<file path="config.mk">
export PLATFORM = sky130hd
export DESIGN_NAME = dust_density_air_quality_scorer_top_flat
export DESIGN_NICKNAME = d
export VERILOG_FILES = /design/src/rtl/ddaq_pkg.sv /design/src/rtl/ddaq_req_if.sv /design/src/rtl/ddaq_rsp_if.sv /design/src/rtl/ddaq_csr_if.sv /design/src/rtl/dust_density_air_quality_scorer_top.sv /design/src/rtl/ddaq_csr.sv /design/src/rtl/ddaq_conv.sv /design/src/rtl/ddaq_div.sv /design/src/flat_wrapper.sv
export SDC_FILE = /design/constraint.sdc
export NUM_CORES = 1
export LEC_CHECK = 0
export BUFFER_PORTS_ARGS = -buffer_cell sky130_fd_sc_hd__buf_2
export CAP_MARGIN = 15
export CORE_MARGIN = 1.5
export CORE_UTILIZATION = 45
export DETAILED_ROUTE_END_ITERATION = 6
export PLACE_DENSITY = 0.67
export SYNTH_ARGS = -nofsm -noshare
export SYNTH_HDL_FRONTEND = slang
export SYNTH_HIERARCHICAL = 1
export SYNTH_SLANG_ARGS = --single-unit
</file>
<file path="constraint.sdc">
create_clock -name clock -period 11.1 [get_ports clock]
set_clock_uncertainty 0.2 [all_clocks]
set_input_delay 0.555 -clock clock [delete_from_list [all_inputs] [get_ports clock]]
set_output_delay 0.555 -clock clock [all_outputs]
set_load 0.005 [all_outputs]
</file>
<file path="src/rtl/ddaq_pkg.sv">
// Shared constants, types and codes for the dust density air quality scorer.
`default_nettype none
package ddaq_pkg;

   // sizes
   localparam int ADC_BITS    = 10;
   localparam int WINDOW_WRAP = 101;
   localparam int CNT_W       = $clog2(WINDOW_WRAP);
   localparam int SAMPLE_W    = 10;
   localparam int REG_W       = 10;
   localparam int CSR_IDX_W   = 8;
   localparam int DENS_W      = 7;
   localparam int DIGIT_W     = 4;
   localparam int CLASS_W     = 2;
   localparam int SUM_W       = 11;
   localparam int SCORE_W     = 4;
   localparam int WCOUNT_W    = 16;
   localparam int DIV_W       = 32;
   localparam int DEN_W       = WCOUNT_W + 1;
   localparam int DIV_CNT_W   = $clog2(DIV_W);
   localparam int PROD_W      = ADC_BITS + 8;

   // density conversion: (85*adc - 10*2^ADC_BITS) >> ADC_BITS, limited to 99
   localparam int DENS_SCALE  = 85;
   localparam int DENS_OFFSET = 10;
   localparam int DENS_MAX    = 99;

   // window quotient: sum / (WINDOW_WRAP-1) by a rounded-up reciprocal,
   // exact for every sum that fits in SUM_W bits
   localparam int WIN_DIVISOR     = WINDOW_WRAP - 1;
   localparam int WIN_RECIP_SHIFT = SUM_W + 10;
   localparam int WIN_RECIP       = ((1 << WIN_RECIP_SHIFT) + WIN_DIVISOR - 1) / WIN_DIVISOR;
   localparam int WIN_PROD_W      = SUM_W + WIN_RECIP_SHIFT + 1;

   // band scores
   localparam logic [SCORE_W-1:0] SCORE_BAND_ZERO  = SCORE_W'(0);
   localparam logic [SCORE_W-1:0] SCORE_BAND_ONE   = SCORE_W'(1);
   localparam logic [SCORE_W-1:0] SCORE_BAND_TWO   = SCORE_W'(5);
   localparam logic [SCORE_W-1:0] SCORE_BAND_THREE = SCORE_W'(10);

   // quality classes
   localparam logic [CLASS_W-1:0] CLASS_EXCELLENT = 2'd0;
   localparam logic [CLASS_W-1:0] CLASS_GOOD      = 2'd1;
   localparam logic [CLASS_W-1:0] CLASS_POOR      = 2'd2;
   localparam logic [CLASS_W-1:0] CLASS_WORSE     = 2'd3;

   // final average limits
   localparam int FINAL_GOOD_LIMIT = 2;
   localparam int FINAL_POOR_LIMIT = 3;

   // register indexes
   localparam logic [CSR_IDX_W-1:0] CSR_ZERO_CUTOFF      = CSR_IDX_W'(0);
   localparam logic [CSR_IDX_W-1:0] CSR_BAND_ONE_LIMIT   = CSR_IDX_W'(1);
   localparam logic [CSR_IDX_W-1:0] CSR_BAND_TWO_LIMIT   = CSR_IDX_W'(2);
   localparam logic [CSR_IDX_W-1:0] CSR_BAND_THREE_LIMIT = CSR_IDX_W'(3);

   // register reset values
   localparam logic [REG_W-1:0] RST_ZERO_CUTOFF      = REG_W'(120);
   localparam logic [REG_W-1:0] RST_BAND_ONE_LIMIT   = REG_W'(168);
   localparam logic [REG_W-1:0] RST_BAND_TWO_LIMIT   = REG_W'(216);
   localparam logic [REG_W-1:0] RST_BAND_THREE_LIMIT = REG_W'(313);

   // action codes
   localparam logic ACT_SAMPLE = 1'b0;
   localparam logic ACT_FINISH = 1'b1;

   typedef struct packed {
      logic [REG_W-1:0] zero_cutoff;
      logic [REG_W-1:0] band_one_limit;
      logic [REG_W-1:0] band_two_limit;
      logic [REG_W-1:0] band_three_limit;
   } ddaq_cfg_type;

   typedef struct packed {
      logic [DENS_W-1:0]  density;
      logic [DIGIT_W-1:0] tenths;
      logic [DIGIT_W-1:0] hundredths;
      logic [SCORE_W-1:0] score;
   } ddaq_conv_type;

   typedef struct packed {
      logic start;
      logic [DIV_W-1:0] dividend;
      logic [DEN_W-1:0] divisor;
   } ddaq_div_req_type;

   typedef struct packed {
      logic busy;
      logic done;
   } ddaq_div_stat_type;

   typedef struct packed {
      logic [DENS_W-1:0]  density_hundredths;
      logic [DIGIT_W-1:0] tenths_digit;
      logic [DIGIT_W-1:0] hundredths_digit;
      logic               window_done;
      logic [CLASS_W-1:0] window_class;
      logic               is_final;
      logic [CLASS_W-1:0] final_class;
      logic [DIV_W-1:0]   final_average;
   } ddaq_res_type;

   typedef enum logic [1:0] {
      ST_IDLE,
      ST_WIN_DIV,
      ST_FIN_DIV,
      ST_OUT
   } ddaq_state_type;

endpackage
`default_nettype wire

</file>
<file path="src/rtl/ddaq_req_if.sv">
// Input channel: ADC sample or finish event.
`default_nettype none
interface ddaq_req_if;
   import ddaq_pkg::*;
   logic                valid;
   logic                ready;
   logic                action;
   logic [SAMPLE_W-1:0] sample;
   modport source (output valid, action, sample, input ready);
   modport sink   (input valid, action, sample, output ready);
endinterface
`default_nettype wire

</file>
<file path="src/rtl/ddaq_rsp_if.sv">
// Result channel: density, digits, window and final classification.
`default_nettype none
interface ddaq_rsp_if;
   import ddaq_pkg::*;
   logic               valid;
   logic               ready;
   logic [DENS_W-1:0]  density_hundredths;
   logic [DIGIT_W-1:0] tenths_digit;
   logic [DIGIT_W-1:0] hundredths_digit;
   logic               window_done;
   logic [CLASS_W-1:0] window_class;
   logic               is_final;
   logic [CLASS_W-1:0] final_class;
   logic [DIV_W-1:0]   final_average;
   modport source (output valid, density_hundredths, tenths_digit, hundredths_digit,
                   window_done, window_class, is_final, final_class, final_average,
                   input ready);
   modport sink   (input valid, density_hundredths, tenths_digit, hundredths_digit,
                   window_done, window_class, is_final, final_class, final_average,
                   output ready);
endinterface
`default_nettype wire

</file>
<file path="src/rtl/ddaq_csr_if.sv">
// Configuration write channel: register index and data.
`default_nettype none
interface ddaq_csr_if;
   import ddaq_pkg::*;
   logic                 valid;
   logic                 ready;
   logic [CSR_IDX_W-1:0] index;
   logic [REG_W-1:0]     data;
   modport source (output valid, index, data, input ready);
   modport sink   (input valid, index, data, output ready);
endinterface
`default_nettype wire

</file>
<file path="src/rtl/dust_density_air_quality_scorer_top.sv">
// Top level of the dust density air quality scorer: sequencer, run state, result register.
`default_nettype none
//
//  channel  dir  handshake     payload
//  req_ch   in   valid/ready   action, sample
//  rsp_ch   out  valid/ready   density_hundredths, tenths_digit, hundredths_digit,
//                              window_done, window_class, is_final, final_class,
//                              final_average
//  csr_ch   in   valid/ready   index, data (always ready)
//
//  A plain sample goes through the pending register into the result register; a window-closing
//  sample first passes ST_WIN_DIV (one reciprocal multiply for the quotient); the next
//  transaction is taken back in idle. The finish event runs the 32-step divider, one
//  quotient bit per cycle, and its result goes via the pending register to the output.
//  Reset is synchronous and active high; it restores register defaults and clears the run.
//  req_ch is ready only in idle; a finished result waits in a pending register while the
//  output register is stalled, and the next transaction is taken once it moves out.
//  After the finish event, transactions are taken and dropped without a result.
//
module dust_density_air_quality_scorer_top (
   input  wire logic clock,
   input  wire logic reset,
   ddaq_req_if.sink  req_ch,
   ddaq_rsp_if.source rsp_ch,
   ddaq_csr_if.sink  csr_ch
);
   import ddaq_pkg::*;

   ddaq_cfg_type      cfg;
   ddaq_conv_type     conv;
   ddaq_div_req_type  div_req;
   ddaq_div_stat_type div_stat;
   logic [DIV_W-1:0]  div_quo;

   ddaq_state_type       st_ff, st_in;
   logic                 finished_ff, finished_in;
   logic [CNT_W-1:0]     sample_count_ff, sample_count_in;
   logic [SUM_W-1:0]     window_sum_ff, window_sum_in;
   logic [DIV_W-1:0]     run_total_ff, run_total_in;
   logic [WCOUNT_W-1:0]  window_count_ff, window_count_in;
   ddaq_res_type         pend_ff, pend_in;
   ddaq_res_type         out_ff, out_in;
   logic                 out_valid_ff, out_valid_in;

   logic                 accept;
   logic                 out_free;
   logic [CNT_W-1:0]     count_next;
   logic [SUM_W-1:0]     sum_next;
   logic [WIN_PROD_W-1:0] win_prod;
   logic [SUM_W:0]       win_quo;

   ddaq_csr u_csr (
      .clock  (clock),
      .reset  (reset),
      .csr_ch (csr_ch),
      .cfg    (cfg)
   );

   ddaq_conv u_conv (
      .sample (req_ch.sample),
      .cfg    (cfg),
      .conv   (conv)
   );

   ddaq_div u_div (
      .clock    (clock),
      .reset    (reset),
      .req      (div_req),
      .stat     (div_stat),
      .quotient (div_quo)
   );

   assign req_ch.ready = (st_ff == ST_IDLE);
   assign accept       = req_ch.valid & req_ch.ready;
   assign out_free     = ~out_valid_ff | rsp_ch.ready;

   // result register drives the channel
   assign rsp_ch.valid              = out_valid_ff;
   assign rsp_ch.density_hundredths = out_ff.density_hundredths;
   assign rsp_ch.tenths_digit       = out_ff.tenths_digit;
   assign rsp_ch.hundredths_digit   = out_ff.hundredths_digit;
   assign rsp_ch.window_done        = out_ff.window_done;
   assign rsp_ch.window_class       = out_ff.window_class;
   assign rsp_ch.is_final           = out_ff.is_final;
   assign rsp_ch.final_class        = out_ff.final_class;
   assign rsp_ch.final_average      = out_ff.final_average;

   always_comb begin
      st_in           = st_ff;
      finished_in     = finished_ff;
      sample_count_in = sample_count_ff;
      window_sum_in   = window_sum_ff;
      run_total_in    = run_total_ff;
      window_count_in = window_count_ff;
      pend_in         = pend_ff;
      out_in          = out_ff;
      out_valid_in    = out_valid_ff & ~rsp_ch.ready;
      div_req.start    = 1'b0;
      div_req.dividend = run_total_ff;
      div_req.divisor  = DEN_W'(window_count_ff) + 1'b1;

      // window position wraps after the last slot
      count_next = (sample_count_ff == CNT_W'(WINDOW_WRAP - 1)) ? '0
                   : sample_count_ff + 1'b1;
      sum_next   = window_sum_ff + SUM_W'(conv.score);

      // window quotient from the registered sum by reciprocal multiply
      win_prod = WIN_PROD_W'(window_sum_ff) * WIN_PROD_W'(WIN_RECIP);
      win_quo  = win_prod[WIN_PROD_W-1:WIN_RECIP_SHIFT];

      unique case (st_ff)
         ST_IDLE: begin
            if (accept && !finished_ff) begin
               pend_in = '0;
               if (req_ch.action == ACT_FINISH) begin
                  div_req.start    = 1'b1;
                  pend_in.is_final = 1'b1;
                  st_in            = ST_FIN_DIV;
               end else begin
                  pend_in.density_hundredths = conv.density;
                  pend_in.tenths_digit       = conv.tenths;
                  pend_in.hundredths_digit   = conv.hundredths;
                  sample_count_in            = count_next;
                  window_sum_in              = sum_next;
                  if (count_next == CNT_W'(WINDOW_WRAP - 1)) begin
                     // close the window: hold the sum for the quotient
                     pend_in.window_done = 1'b1;
                     window_count_in     = window_count_ff + 1'b1;
                     st_in               = ST_WIN_DIV;
                  end else begin
                     st_in = ST_OUT;
                  end
               end
            end
         end
         ST_WIN_DIV: begin
            // add the full quotient to the run, restart the sum
            run_total_in         = run_total_ff + DIV_W'(win_quo);
            pend_in.window_class = (win_quo > (SUM_W+1)'(CLASS_WORSE)) ? CLASS_WORSE
                                   : CLASS_W'(win_quo);
            window_sum_in        = '0;
            st_in                = ST_OUT;
         end
         ST_FIN_DIV: begin
            if (div_stat.done) begin
               run_total_in          = div_quo;
               finished_in           = 1'b1;
               pend_in.final_average = div_quo;
               if (div_quo == '0) begin
                  pend_in.final_class = CLASS_EXCELLENT;
               end else if (div_quo <= DIV_W'(FINAL_GOOD_LIMIT)) begin
                  pend_in.final_class = CLASS_GOOD;
               end else if (div_quo <= DIV_W'(FINAL_POOR_LIMIT)) begin
                  pend_in.final_class = CLASS_POOR;
               end else begin
                  pend_in.final_class = CLASS_WORSE;
               end
               st_in = ST_OUT;
            end
         end
         ST_OUT: begin
            // hold the result until the output register frees up
            if (out_free) begin
               out_in       = pend_ff;
               out_valid_in = 1'b1;
               st_in        = ST_IDLE;
            end
         end
         default: st_in = ST_IDLE;
      endcase
   end

   always_ff @(posedge clock) begin
      if (reset) begin
         st_ff           <= ST_IDLE;
         finished_ff     <= 1'b0;
         sample_count_ff <= '0;
         window_sum_ff   <= '0;
         run_total_ff    <= '0;
         window_count_ff <= '0;
         out_valid_ff    <= 1'b0;
      end else begin
         st_ff           <= st_in;
         finished_ff     <= finished_in;
         sample_count_ff <= sample_count_in;
         window_sum_ff   <= window_sum_in;
         run_total_ff    <= run_total_in;
         window_count_ff <= window_count_in;
         out_valid_ff    <= out_valid_in;
      end
      pend_ff <= pend_in;
      out_ff  <= out_in;
   end
endmodule
`default_nettype wire

</file>
<file path="src/rtl/ddaq_csr.sv">
// Configuration register file for the band limits and zero cutoff.
`default_nettype none
module ddaq_csr (
   input  wire logic           clock,
   input  wire logic           reset,
   ddaq_csr_if.sink            csr_ch,
   output ddaq_pkg::ddaq_cfg_type cfg
);
   import ddaq_pkg::*;

   ddaq_cfg_type cfg_ff;
   ddaq_cfg_type cfg_in;
   logic         wr_en;

   assign csr_ch.ready = 1'b1;
   assign wr_en        = csr_ch.valid & csr_ch.ready;
   assign cfg          = cfg_ff;

   always_comb begin
      cfg_in = cfg_ff;
      if (wr_en) begin
         unique case (csr_ch.index)
            CSR_ZERO_CUTOFF:      cfg_in.zero_cutoff      = csr_ch.data;
            CSR_BAND_ONE_LIMIT:   cfg_in.band_one_limit   = csr_ch.data;
            CSR_BAND_TWO_LIMIT:   cfg_in.band_two_limit   = csr_ch.data;
            CSR_BAND_THREE_LIMIT: cfg_in.band_three_limit = csr_ch.data;
            default:              cfg_in = cfg_ff;  // drop unknown index
         endcase
      end
   end

   always_ff @(posedge clock) begin
      if (reset) begin
         cfg_ff.zero_cutoff      <= RST_ZERO_CUTOFF;
         cfg_ff.band_one_limit   <= RST_BAND_ONE_LIMIT;
         cfg_ff.band_two_limit   <= RST_BAND_TWO_LIMIT;
         cfg_ff.band_three_limit <= RST_BAND_THREE_LIMIT;
      end else begin
         cfg_ff <= cfg_in;
      end
   end
endmodule
`default_nettype wire

</file>
<file path="src/rtl/ddaq_conv.sv">
// Density conversion, display digits and band score of one ADC sample.
`default_nettype none
module ddaq_conv (
   input  wire logic [ddaq_pkg::SAMPLE_W-1:0] sample,
   input  ddaq_pkg::ddaq_cfg_type             cfg,
   output ddaq_pkg::ddaq_conv_type            conv
);
   import ddaq_pkg::*;

   localparam int SHIFT_W = PROD_W - ADC_BITS;
   localparam int TENS_W  = DENS_W + 8;

   logic [PROD_W-1:0]  scaled;
   logic [PROD_W-1:0]  offset;
   logic [PROD_W-1:0]  diff;
   logic [SHIFT_W-1:0] raw;
   logic [DENS_W-1:0]  dens;
   logic [TENS_W-1:0]  tens_prod;
   logic [DIGIT_W-1:0] tens;
   logic [DENS_W-1:0]  tens_x10;

   always_comb begin
      scaled = PROD_W'(DENS_SCALE) * PROD_W'(sample);
      offset = PROD_W'(DENS_OFFSET) << ADC_BITS;
      diff   = scaled - offset;
      raw    = diff[PROD_W-1:ADC_BITS];
      if (sample <= cfg.zero_cutoff || scaled <= offset) begin
         dens = '0;
      end else if (raw > SHIFT_W'(DENS_MAX)) begin
         dens = DENS_W'(DENS_MAX);
      end else begin
         dens = raw[DENS_W-1:0];
      end

      // divide by ten through the reciprocal 205/2048, exact below 1029
      tens_prod = TENS_W'(dens) * TENS_W'(205);
      tens      = DIGIT_W'(tens_prod >> 11);
      tens_x10  = DENS_W'(tens) * DENS_W'(10);

      conv.density    = dens;
      conv.tenths     = tens;
      conv.hundredths = DIGIT_W'(dens - tens_x10);

      if (sample <= cfg.band_one_limit) begin
         conv.score = SCORE_BAND_ZERO;
      end else if (sample <= cfg.band_two_limit) begin
         conv.score = SCORE_BAND_ONE;
      end else if (sample <= cfg.band_three_limit) begin
         conv.score = SCORE_BAND_TWO;
      end else begin
         conv.score = SCORE_BAND_THREE;
      end
   end
endmodule
`default_nettype wire

</file>
<file path="src/rtl/ddaq_div.sv">
// Restoring divider, one quotient bit per cycle.
`default_nettype none
module ddaq_div (
   input  wire logic                         clock,
   input  wire logic                         reset,
   input  ddaq_pkg::ddaq_div_req_type        req,
   output ddaq_pkg::ddaq_div_stat_type       stat,
   output logic [ddaq_pkg::DIV_W-1:0]        quotient
);
   import ddaq_pkg::*;

   logic                 busy_ff, busy_in;
   logic                 done_ff, done_in;
   logic [DIV_CNT_W-1:0] cnt_ff, cnt_in;
   logic [DIV_W-1:0]     quo_ff, quo_in;
   logic [DEN_W-1:0]     rem_ff, rem_in;
   logic [DEN_W-1:0]     den_ff, den_in;
   logic [DEN_W:0]       shifted;
   logic [DEN_W+1:0]     trial;
   logic                 fits;

   assign stat.busy = busy_ff;
   assign stat.done = done_ff;
   assign quotient  = quo_ff;

   always_comb begin
      busy_in = busy_ff;
      done_in = 1'b0;
      cnt_in  = cnt_ff;
      quo_in  = quo_ff;
      rem_in  = rem_ff;
      den_in  = den_ff;
      shifted = {rem_ff, quo_ff[DIV_W-1]};
      trial   = {1'b0, shifted} - {2'b00, den_ff};
      fits    = ~trial[DEN_W+1];
      if (req.start) begin
         busy_in = 1'b1;
         cnt_in  = '0;
         quo_in  = req.dividend;
         rem_in  = '0;
         den_in  = req.divisor;
      end else if (busy_ff) begin
         // shift in the next dividend bit, subtract when it fits
         rem_in = fits ? trial[DEN_W-1:0] : shifted[DEN_W-1:0];
         quo_in = {quo_ff[DIV_W-2:0], fits};
         cnt_in = cnt_ff + 1'b1;
         if (cnt_ff == DIV_CNT_W'(DIV_W - 1)) begin
            busy_in = 1'b0;
            done_in = 1'b1;
         end
      end
   end

   always_ff @(posedge clock) begin
      if (reset) begin
         busy_ff <= 1'b0;
         done_ff <= 1'b0;
         cnt_ff  <= '0;
      end else begin
         busy_ff <= busy_in;
         done_ff <= done_in;
         cnt_ff  <= cnt_in;
      end
      quo_ff <= quo_in;
      rem_ff <= rem_in;
      den_ff <= den_in;
   end
endmodule
`default_nettype wire

</file>
<file path="src/flat_wrapper.sv">
// flat-port wrapper written by rule: the top's interface ports become plain ports
module dust_density_air_quality_scorer_top_flat import ddaq_pkg::*;
  (clock, reset, req_ch_valid, req_ch_action, req_ch_sample, req_ch_ready, rsp_ch_valid, rsp_ch_density_hundredths, rsp_ch_tenths_digit, rsp_ch_hundredths_digit, rsp_ch_window_done, rsp_ch_window_class, rsp_ch_is_final, rsp_ch_final_class, rsp_ch_final_average, rsp_ch_ready, csr_ch_valid, csr_ch_index, csr_ch_data, csr_ch_ready);
  ddaq_req_if req_ch_i ();
  ddaq_rsp_if rsp_ch_i ();
  ddaq_csr_if csr_ch_i ();
  input  wire logic clock;
  input  wire logic reset;
  input wire logic [$bits(req_ch_i.valid)-1:0] req_ch_valid;
  input wire logic [$bits(req_ch_i.action)-1:0] req_ch_action;
  input wire logic [$bits(req_ch_i.sample)-1:0] req_ch_sample;
  output wire logic [$bits(req_ch_i.ready)-1:0] req_ch_ready;
  output wire logic [$bits(rsp_ch_i.valid)-1:0] rsp_ch_valid;
  output wire logic [$bits(rsp_ch_i.density_hundredths)-1:0] rsp_ch_density_hundredths;
  output wire logic [$bits(rsp_ch_i.tenths_digit)-1:0] rsp_ch_tenths_digit;
  output wire logic [$bits(rsp_ch_i.hundredths_digit)-1:0] rsp_ch_hundredths_digit;
  output wire logic [$bits(rsp_ch_i.window_done)-1:0] rsp_ch_window_done;
  output wire logic [$bits(rsp_ch_i.window_class)-1:0] rsp_ch_window_class;
  output wire logic [$bits(rsp_ch_i.is_final)-1:0] rsp_ch_is_final;
  output wire logic [$bits(rsp_ch_i.final_class)-1:0] rsp_ch_final_class;
  output wire logic [$bits(rsp_ch_i.final_average)-1:0] rsp_ch_final_average;
  input wire logic [$bits(rsp_ch_i.ready)-1:0] rsp_ch_ready;
  input wire logic [$bits(csr_ch_i.valid)-1:0] csr_ch_valid;
  input wire logic [$bits(csr_ch_i.index)-1:0] csr_ch_index;
  input wire logic [$bits(csr_ch_i.data)-1:0] csr_ch_data;
  output wire logic [$bits(csr_ch_i.ready)-1:0] csr_ch_ready;
  assign req_ch_i.valid = req_ch_valid;
  assign req_ch_i.action = req_ch_action;
  assign req_ch_i.sample = req_ch_sample;
  assign req_ch_ready = req_ch_i.ready;
  assign rsp_ch_valid = rsp_ch_i.valid;
  assign rsp_ch_density_hundredths = rsp_ch_i.density_hundredths;
  assign rsp_ch_tenths_digit = rsp_ch_i.tenths_digit;
  assign rsp_ch_hundredths_digit = rsp_ch_i.hundredths_digit;
  assign rsp_ch_window_done = rsp_ch_i.window_done;
  assign rsp_ch_window_class = rsp_ch_i.window_class;
  assign rsp_ch_is_final = rsp_ch_i.is_final;
  assign rsp_ch_final_class = rsp_ch_i.final_class;
  assign rsp_ch_final_average = rsp_ch_i.final_average;
  assign rsp_ch_i.ready = rsp_ch_ready;
  assign csr_ch_i.valid = csr_ch_valid;
  assign csr_ch_i.index = csr_ch_index;
  assign csr_ch_i.data = csr_ch_data;
  assign csr_ch_ready = csr_ch_i.ready;
  dust_density_air_quality_scorer_top u_core (.clock(clock), .reset(reset), .req_ch(req_ch_i), .rsp_ch(rsp_ch_i), .csr_ch(csr_ch_i));
endmodule
</file>
* Word level (Yosys, flattened, before mapping) *
Index checks and enable logic that the tools add are counted.
W data, S select, Z words.

operators by class
  add/subtract/negate cells = 9
  $mul = 4
  magnitude comparators = 9
  equal/unequal tests = 13
  mux-type cells = 38
  bitwise gates (word level) = 8
  reduce and logical (&&, ||, !) cells = 26

operators by type and width
  kind                      number
  $mux W32                  3
  $pmux W34 S2              1
  $le A32 B2 Y1 const B     2
  $pmux W32 S2              1
  $le A10 B10 Y1            4
  $mux W37                  1
  $mux W34                  1
  $add A32 B5 Y32           1
  $logic_not A32 Y1         1
  $mul A11 B13 Y24 const B  1
  $mux W11                  2
  $pmux W11 S2              1
  $mux W7                   3
  $sub A18 B17 Y19          1
  $reduce_and A2 Y1         9
  $sub A17 B14 Y18 const B  1
  $add A16 B1 Y17 const B   1
  $le A17 B14 Y1 const B    1
  $mul A7 B10 Y17 const A   1
  $mux W17                  1
  $add A16 B1 Y16 const B   1
  $eq A8 B2 Y1 const B      2
  $mux W2                   8
  $mul A7 B8 Y15 const B    1
  other kinds (31)          58

storage, ports and cells
  bits in registers = 289
  input bits = 34

* Logic depth before layout (Yosys ltp) *
  word-level depth = 8
  depth in mapped cells = 42
  mapped depth without buffers = 42

* Modules after synthesis *
The synthesis kept the hierarchy.

modules (own cells, without submodules)
  module                               instances  cells each  area each (um^2)
  dust_density_air_quality_scorer_top  1          979         10,375.0
  ddaq_div                             1          332         3,762.4
  ddaq_conv                            1          425         3,570.9
  ddaq_csr                             1          154         1,637.8

* Worst setup path before layout *
Ideal clock, no wire load.

  kind = input-to-reg
  start point = in req_ch_sample[1]
  end point = reg u_core/pend_ff[41] (netlist name), data pin
  library setup time = 267 ps
  arrival time = 8,612 ps
  data required time = 10,633 ps
  path slack = 2,021 ps
  cell stages on the path = 40
  path buffers = 0
  cell sequence = ha_1 > inv_1 > fa_1 > inv_1 > fa_1 > ha_1 > ha_1 > a21o_1 > a21oi_1 > a21oi_1 > o21ai_0 > and2_1 > inv_1 > ha_1 > inv_1 > o41ai_1 > nand2_1 > a21o_1 > [4 not listed] > inv_1 > ha_1 > inv_1 > fa_1 > inv_1 > ha_1 > a21oi_1 > nor2b_1 > o21ai_0 > o211ai_1 > a21oi_1 > o21ai_2 > xnor2_1 > fa_1 > xnor2_1 > xnor3_1 > xor2_1 > nor2b_1

RTL lines
  item                  line                                        source
  from (decl)           flat_wrapper.sv:11                          input wire logic [$bits(req_ch_i.sample)-1:0] req_ch_sample;
  to (signal assigned)  dust_density_air_quality_scorer_top.sv:191  pend_ff <= pend_in;
  to (decl)             dust_density_air_quality_scorer_top.sv:41   ddaq_res_type pend_ff, pend_in;

==> metrics list <==
* Routed vias: 13700
- STA classifies the critical path endpoint as a register.
* Endpoint arrival time on the critical path: 9550 ps
- Synthesis produced a netlist with a net count of 2213.
- For the worst-skew pair, the clock arrives at the later sink with an insertion delay of 570 ps.
- The total area inside the core boundary comes to 42100 sq um.
- Across every metal layer, demand over resource in global routing totals 18.9%.
* Largest driver fanout on the critical path: 7
- Share of post-route cells with drive strength above 1: 11.2%
- In this run the cell area of the synthesized design comes to 19300 sq um.
- CTS placed an instance of sky130_fd_sc_hd__clkbuf_16 at the clock tree root.
- First-pass GRT wire length: 69300 um
- Final routed wire length divided by cell count: 16.1 um
* Highest-count cells in the layout ignoring fill and taps: 228 x sky130_fd_sc_hd__ha_1, 222 x sky130_fd_sc_hd__inv_1, 155 x sky130_fd_sc_hd__edfxtp_1
* Worst hold stages: 3
- Final setup slack of the worst path: 1650 ps
- Most prevalent standard cell on the critical path: sky130_fd_sc_hd__inv_1
- Crit path required time: 11200 ps
- The tree built by TritonCTS fans out to 289 sinks.
- Most frequent standard cell in the layout excluding fill and tap cells: sky130_fd_sc_hd__ha_1
- Yosys warning total: 6
* H-tree levels: 1
* Unrepaired setup endpoints after global routing: false
- Crit path depth: 41
- Buffers inserted during clock tree synthesis total 31.
- Synth Area per Inst: 10.2 sq um
* Total of hold buffers inserted after clock tree synthesis: 0
- The first TritonRoute pass finished after 5 iterations.
- Dividing the final minimum period by the clock period gives 85.1%.
- Worst Setup Slack post-DPL: 1160 ps
- Static power due to leakage: 9.50 nW
* Quantity of I/O buffers inserted on ports: 88
- Counting both buffers and inverters, the worst setup path holds a total of 9.
* Post-route antenna net violation count: 0
- Die H: 210 um
- Final slew viol count: 0
* Number of vias per cell after detailed routing: 5.42
- Gp weighted congestion: 0.907
- Area growth from synthesis to final layout: 10.2%
* Worst setup path class: in -> reg
* Worst setup SP type: primary input
- Detailed-placement wirelength estimate: 30300 um
- Least-Margin Pin Slew: 1050 ps
- Once layout is done, the placed cells without fillers occupy 21300 sq um.
- The worst hold path belongs to the class in -> reg.
- Number of instances in the synthesized netlist: 1889
- Global routing finished with a remaining overflow of 0.
- At the end of the flow, the number of nets in the layout was 2283.
* Max-cap violations: 0
- Slowest stage cell on the critical path: sky130_fd_sc_hd__fa_1
- In the routed design, unresolved DRC markers number 0.
* Post CTS Setup Buffer Count: 0
- Entering global routing, the biggest net connects 89 pins.
- Placed Area: 20300 sq um
* Final worst path period need: 9450 ps
* Achievable clock frequency: 106 MHz
* Wirelength, routed: 40700 um
- The die covers 44200 sq um.
- The via count of the first global-routing pass is 13800.
- Antenna violations before repair: 0
- For the worst flop-to-flop path, the logic depth is 23.
* Finish-stage setup viols: 0
- After floorplanning, the core was divided into 75 placement rows.
* Number of DRC markers in iteration 0: 816
- The initial utilization of the core area, before any placement, comes to 45.9%.
- Floorplan die width: 210 um
- Maximum buffer depth of the clock tree: 3
- TritonCTS built the clock tree.
- Measured against its own limit, the worst slew margin works out to 29.8%.
- Largest voltage drop on the vdd net: 0.219 mV
- After clock tree synthesis, the clock-pin slew on the worst setup and hold paths is 60 ps.
* Fin Setup TNS: 0 ps
* PD cells: 246 nW/um^2
- After layout, the design draws a total of 5.24 mW.
- Boundary Pins: 90
- Total of cells resized after clock tree synthesis: 0
- In this design, the stage delay of the slowest critical-path cell is 540 ps.
- The number of endpoints with negative hold slack in the final report came to 0.
- Cell family contributing the most delay on the critical path: adder cells
- The flow ran to the end, and the final reports show no timing, DRC or antenna violations.
[stage by stage]
step	util, %	cells	hold WS [ps]
CTS	50.6	2523	17.5
floorplan	-	1889	200
detailed placement	48.1	2465	205
global placement	48.1	2465	201
finish	50.6	2524	50.5
global route	50.6	2523	47.6
[registers in the layout, indices dropped and copies added (netlist names), 5 cells and up]
name and cells:
u_core/u_div/quotient 32, u_core/u_div/cnt_ff 5, u_core/run_total_ff 32, u_core/rsp_ch.density_hundredths 7
u_core/pend_ff 53, u_core/u_div/rem_ff 17, u_core/u_csr/cfg 40, u_core/rsp_ch.final_average 32
u_core/u_div/den_ff 17, u_core/window_sum_ff 11, u_core/window_count_ff 16, u_core/sample_count_ff 7
[layer usage]
layer  up-vias  track usage (%)  share of wire (%)
met5         -                0                  0
met4         0             4.44                1.9
met3        53             2.35                4.2
met2       271             31.6                 46
met1      6569             26.1                 48
li1       6795                -                  -
[report_power, final]
part	total [mW]	switching, mW	internal, mW	leakage [nW]
clock	1.06	0.421	0.640	0.520
combinational	2.62	1.48	1.14	6.42
sequential	1.56	0.113	1.45	2.56
total	5.24	2.01	3.23	9.50
[worst register-to-register path: stages (launching register included)]
cell and delay [ps]:
sky130_fd_sc_hd__dfxtp_1 500, sky130_fd_sc_hd__inv_1 170, sky130_fd_sc_hd__fa_1 610, sky130_fd_sc_hd__fa_1 460, sky130_fd_sc_hd__fa_1 530, sky130_fd_sc_hd__inv_1 60
sky130_fd_sc_hd__fa_1 510, sky130_fd_sc_hd__fa_1 470, sky130_fd_sc_hd__ha_1 360, sky130_fd_sc_hd__nand4_1 150, sky130_fd_sc_hd__a311oi_1 290, sky130_fd_sc_hd__o311ai_1 240
sky130_fd_sc_hd__and3b_1 260, sky130_fd_sc_hd__xnor2_1 240, sky130_fd_sc_hd__ha_1 220, sky130_fd_sc_hd__inv_1 60, sky130_fd_sc_hd__fa_1 390, sky130_fd_sc_hd__nor2b_1 150
sky130_fd_sc_hd__o21ai_1 110, sky130_fd_sc_hd__a21boi_2 340, sky130_fd_sc_hd__o21a_1 390, sky130_fd_sc_hd__nand4_1 180, sky130_fd_sc_hd__or4b_1 500, sky130_fd_sc_hd__a31oi_1 160
[layout make-up]
type | count | area, sq um
fillers | 3783 | 20800
well taps | 539 | 674
diodes | 1 | 2.50
clock inverters | 14 | 175
clock buffers | 44 | 876
flip-flops and latches | 289 | 7340
repair buffers | 96 | 503
inverters | 225 | 845
multi-input cells | 1316 | 10900
[final timing paths]
| check | endpoint | slack [ps] | start |
|---|---|---|---|
| worst max register to register | u_core/run_total_ff[24] | 3500 | u_core/window_sum_ff[5] |
| worst min register to register | u_core/rsp_ch.hundredths_digit[2] | 210 | u_core/pend_ff[40] |
| worst max-delay path | u_core/pend_ff[41] | 1650 | req_ch_sample[3] |
| worst min-delay path | u_core/u_csr/cfg[15] | 50 | csr_ch_data[5] |
Note: power is estimated with default switching activity, not from simulation.
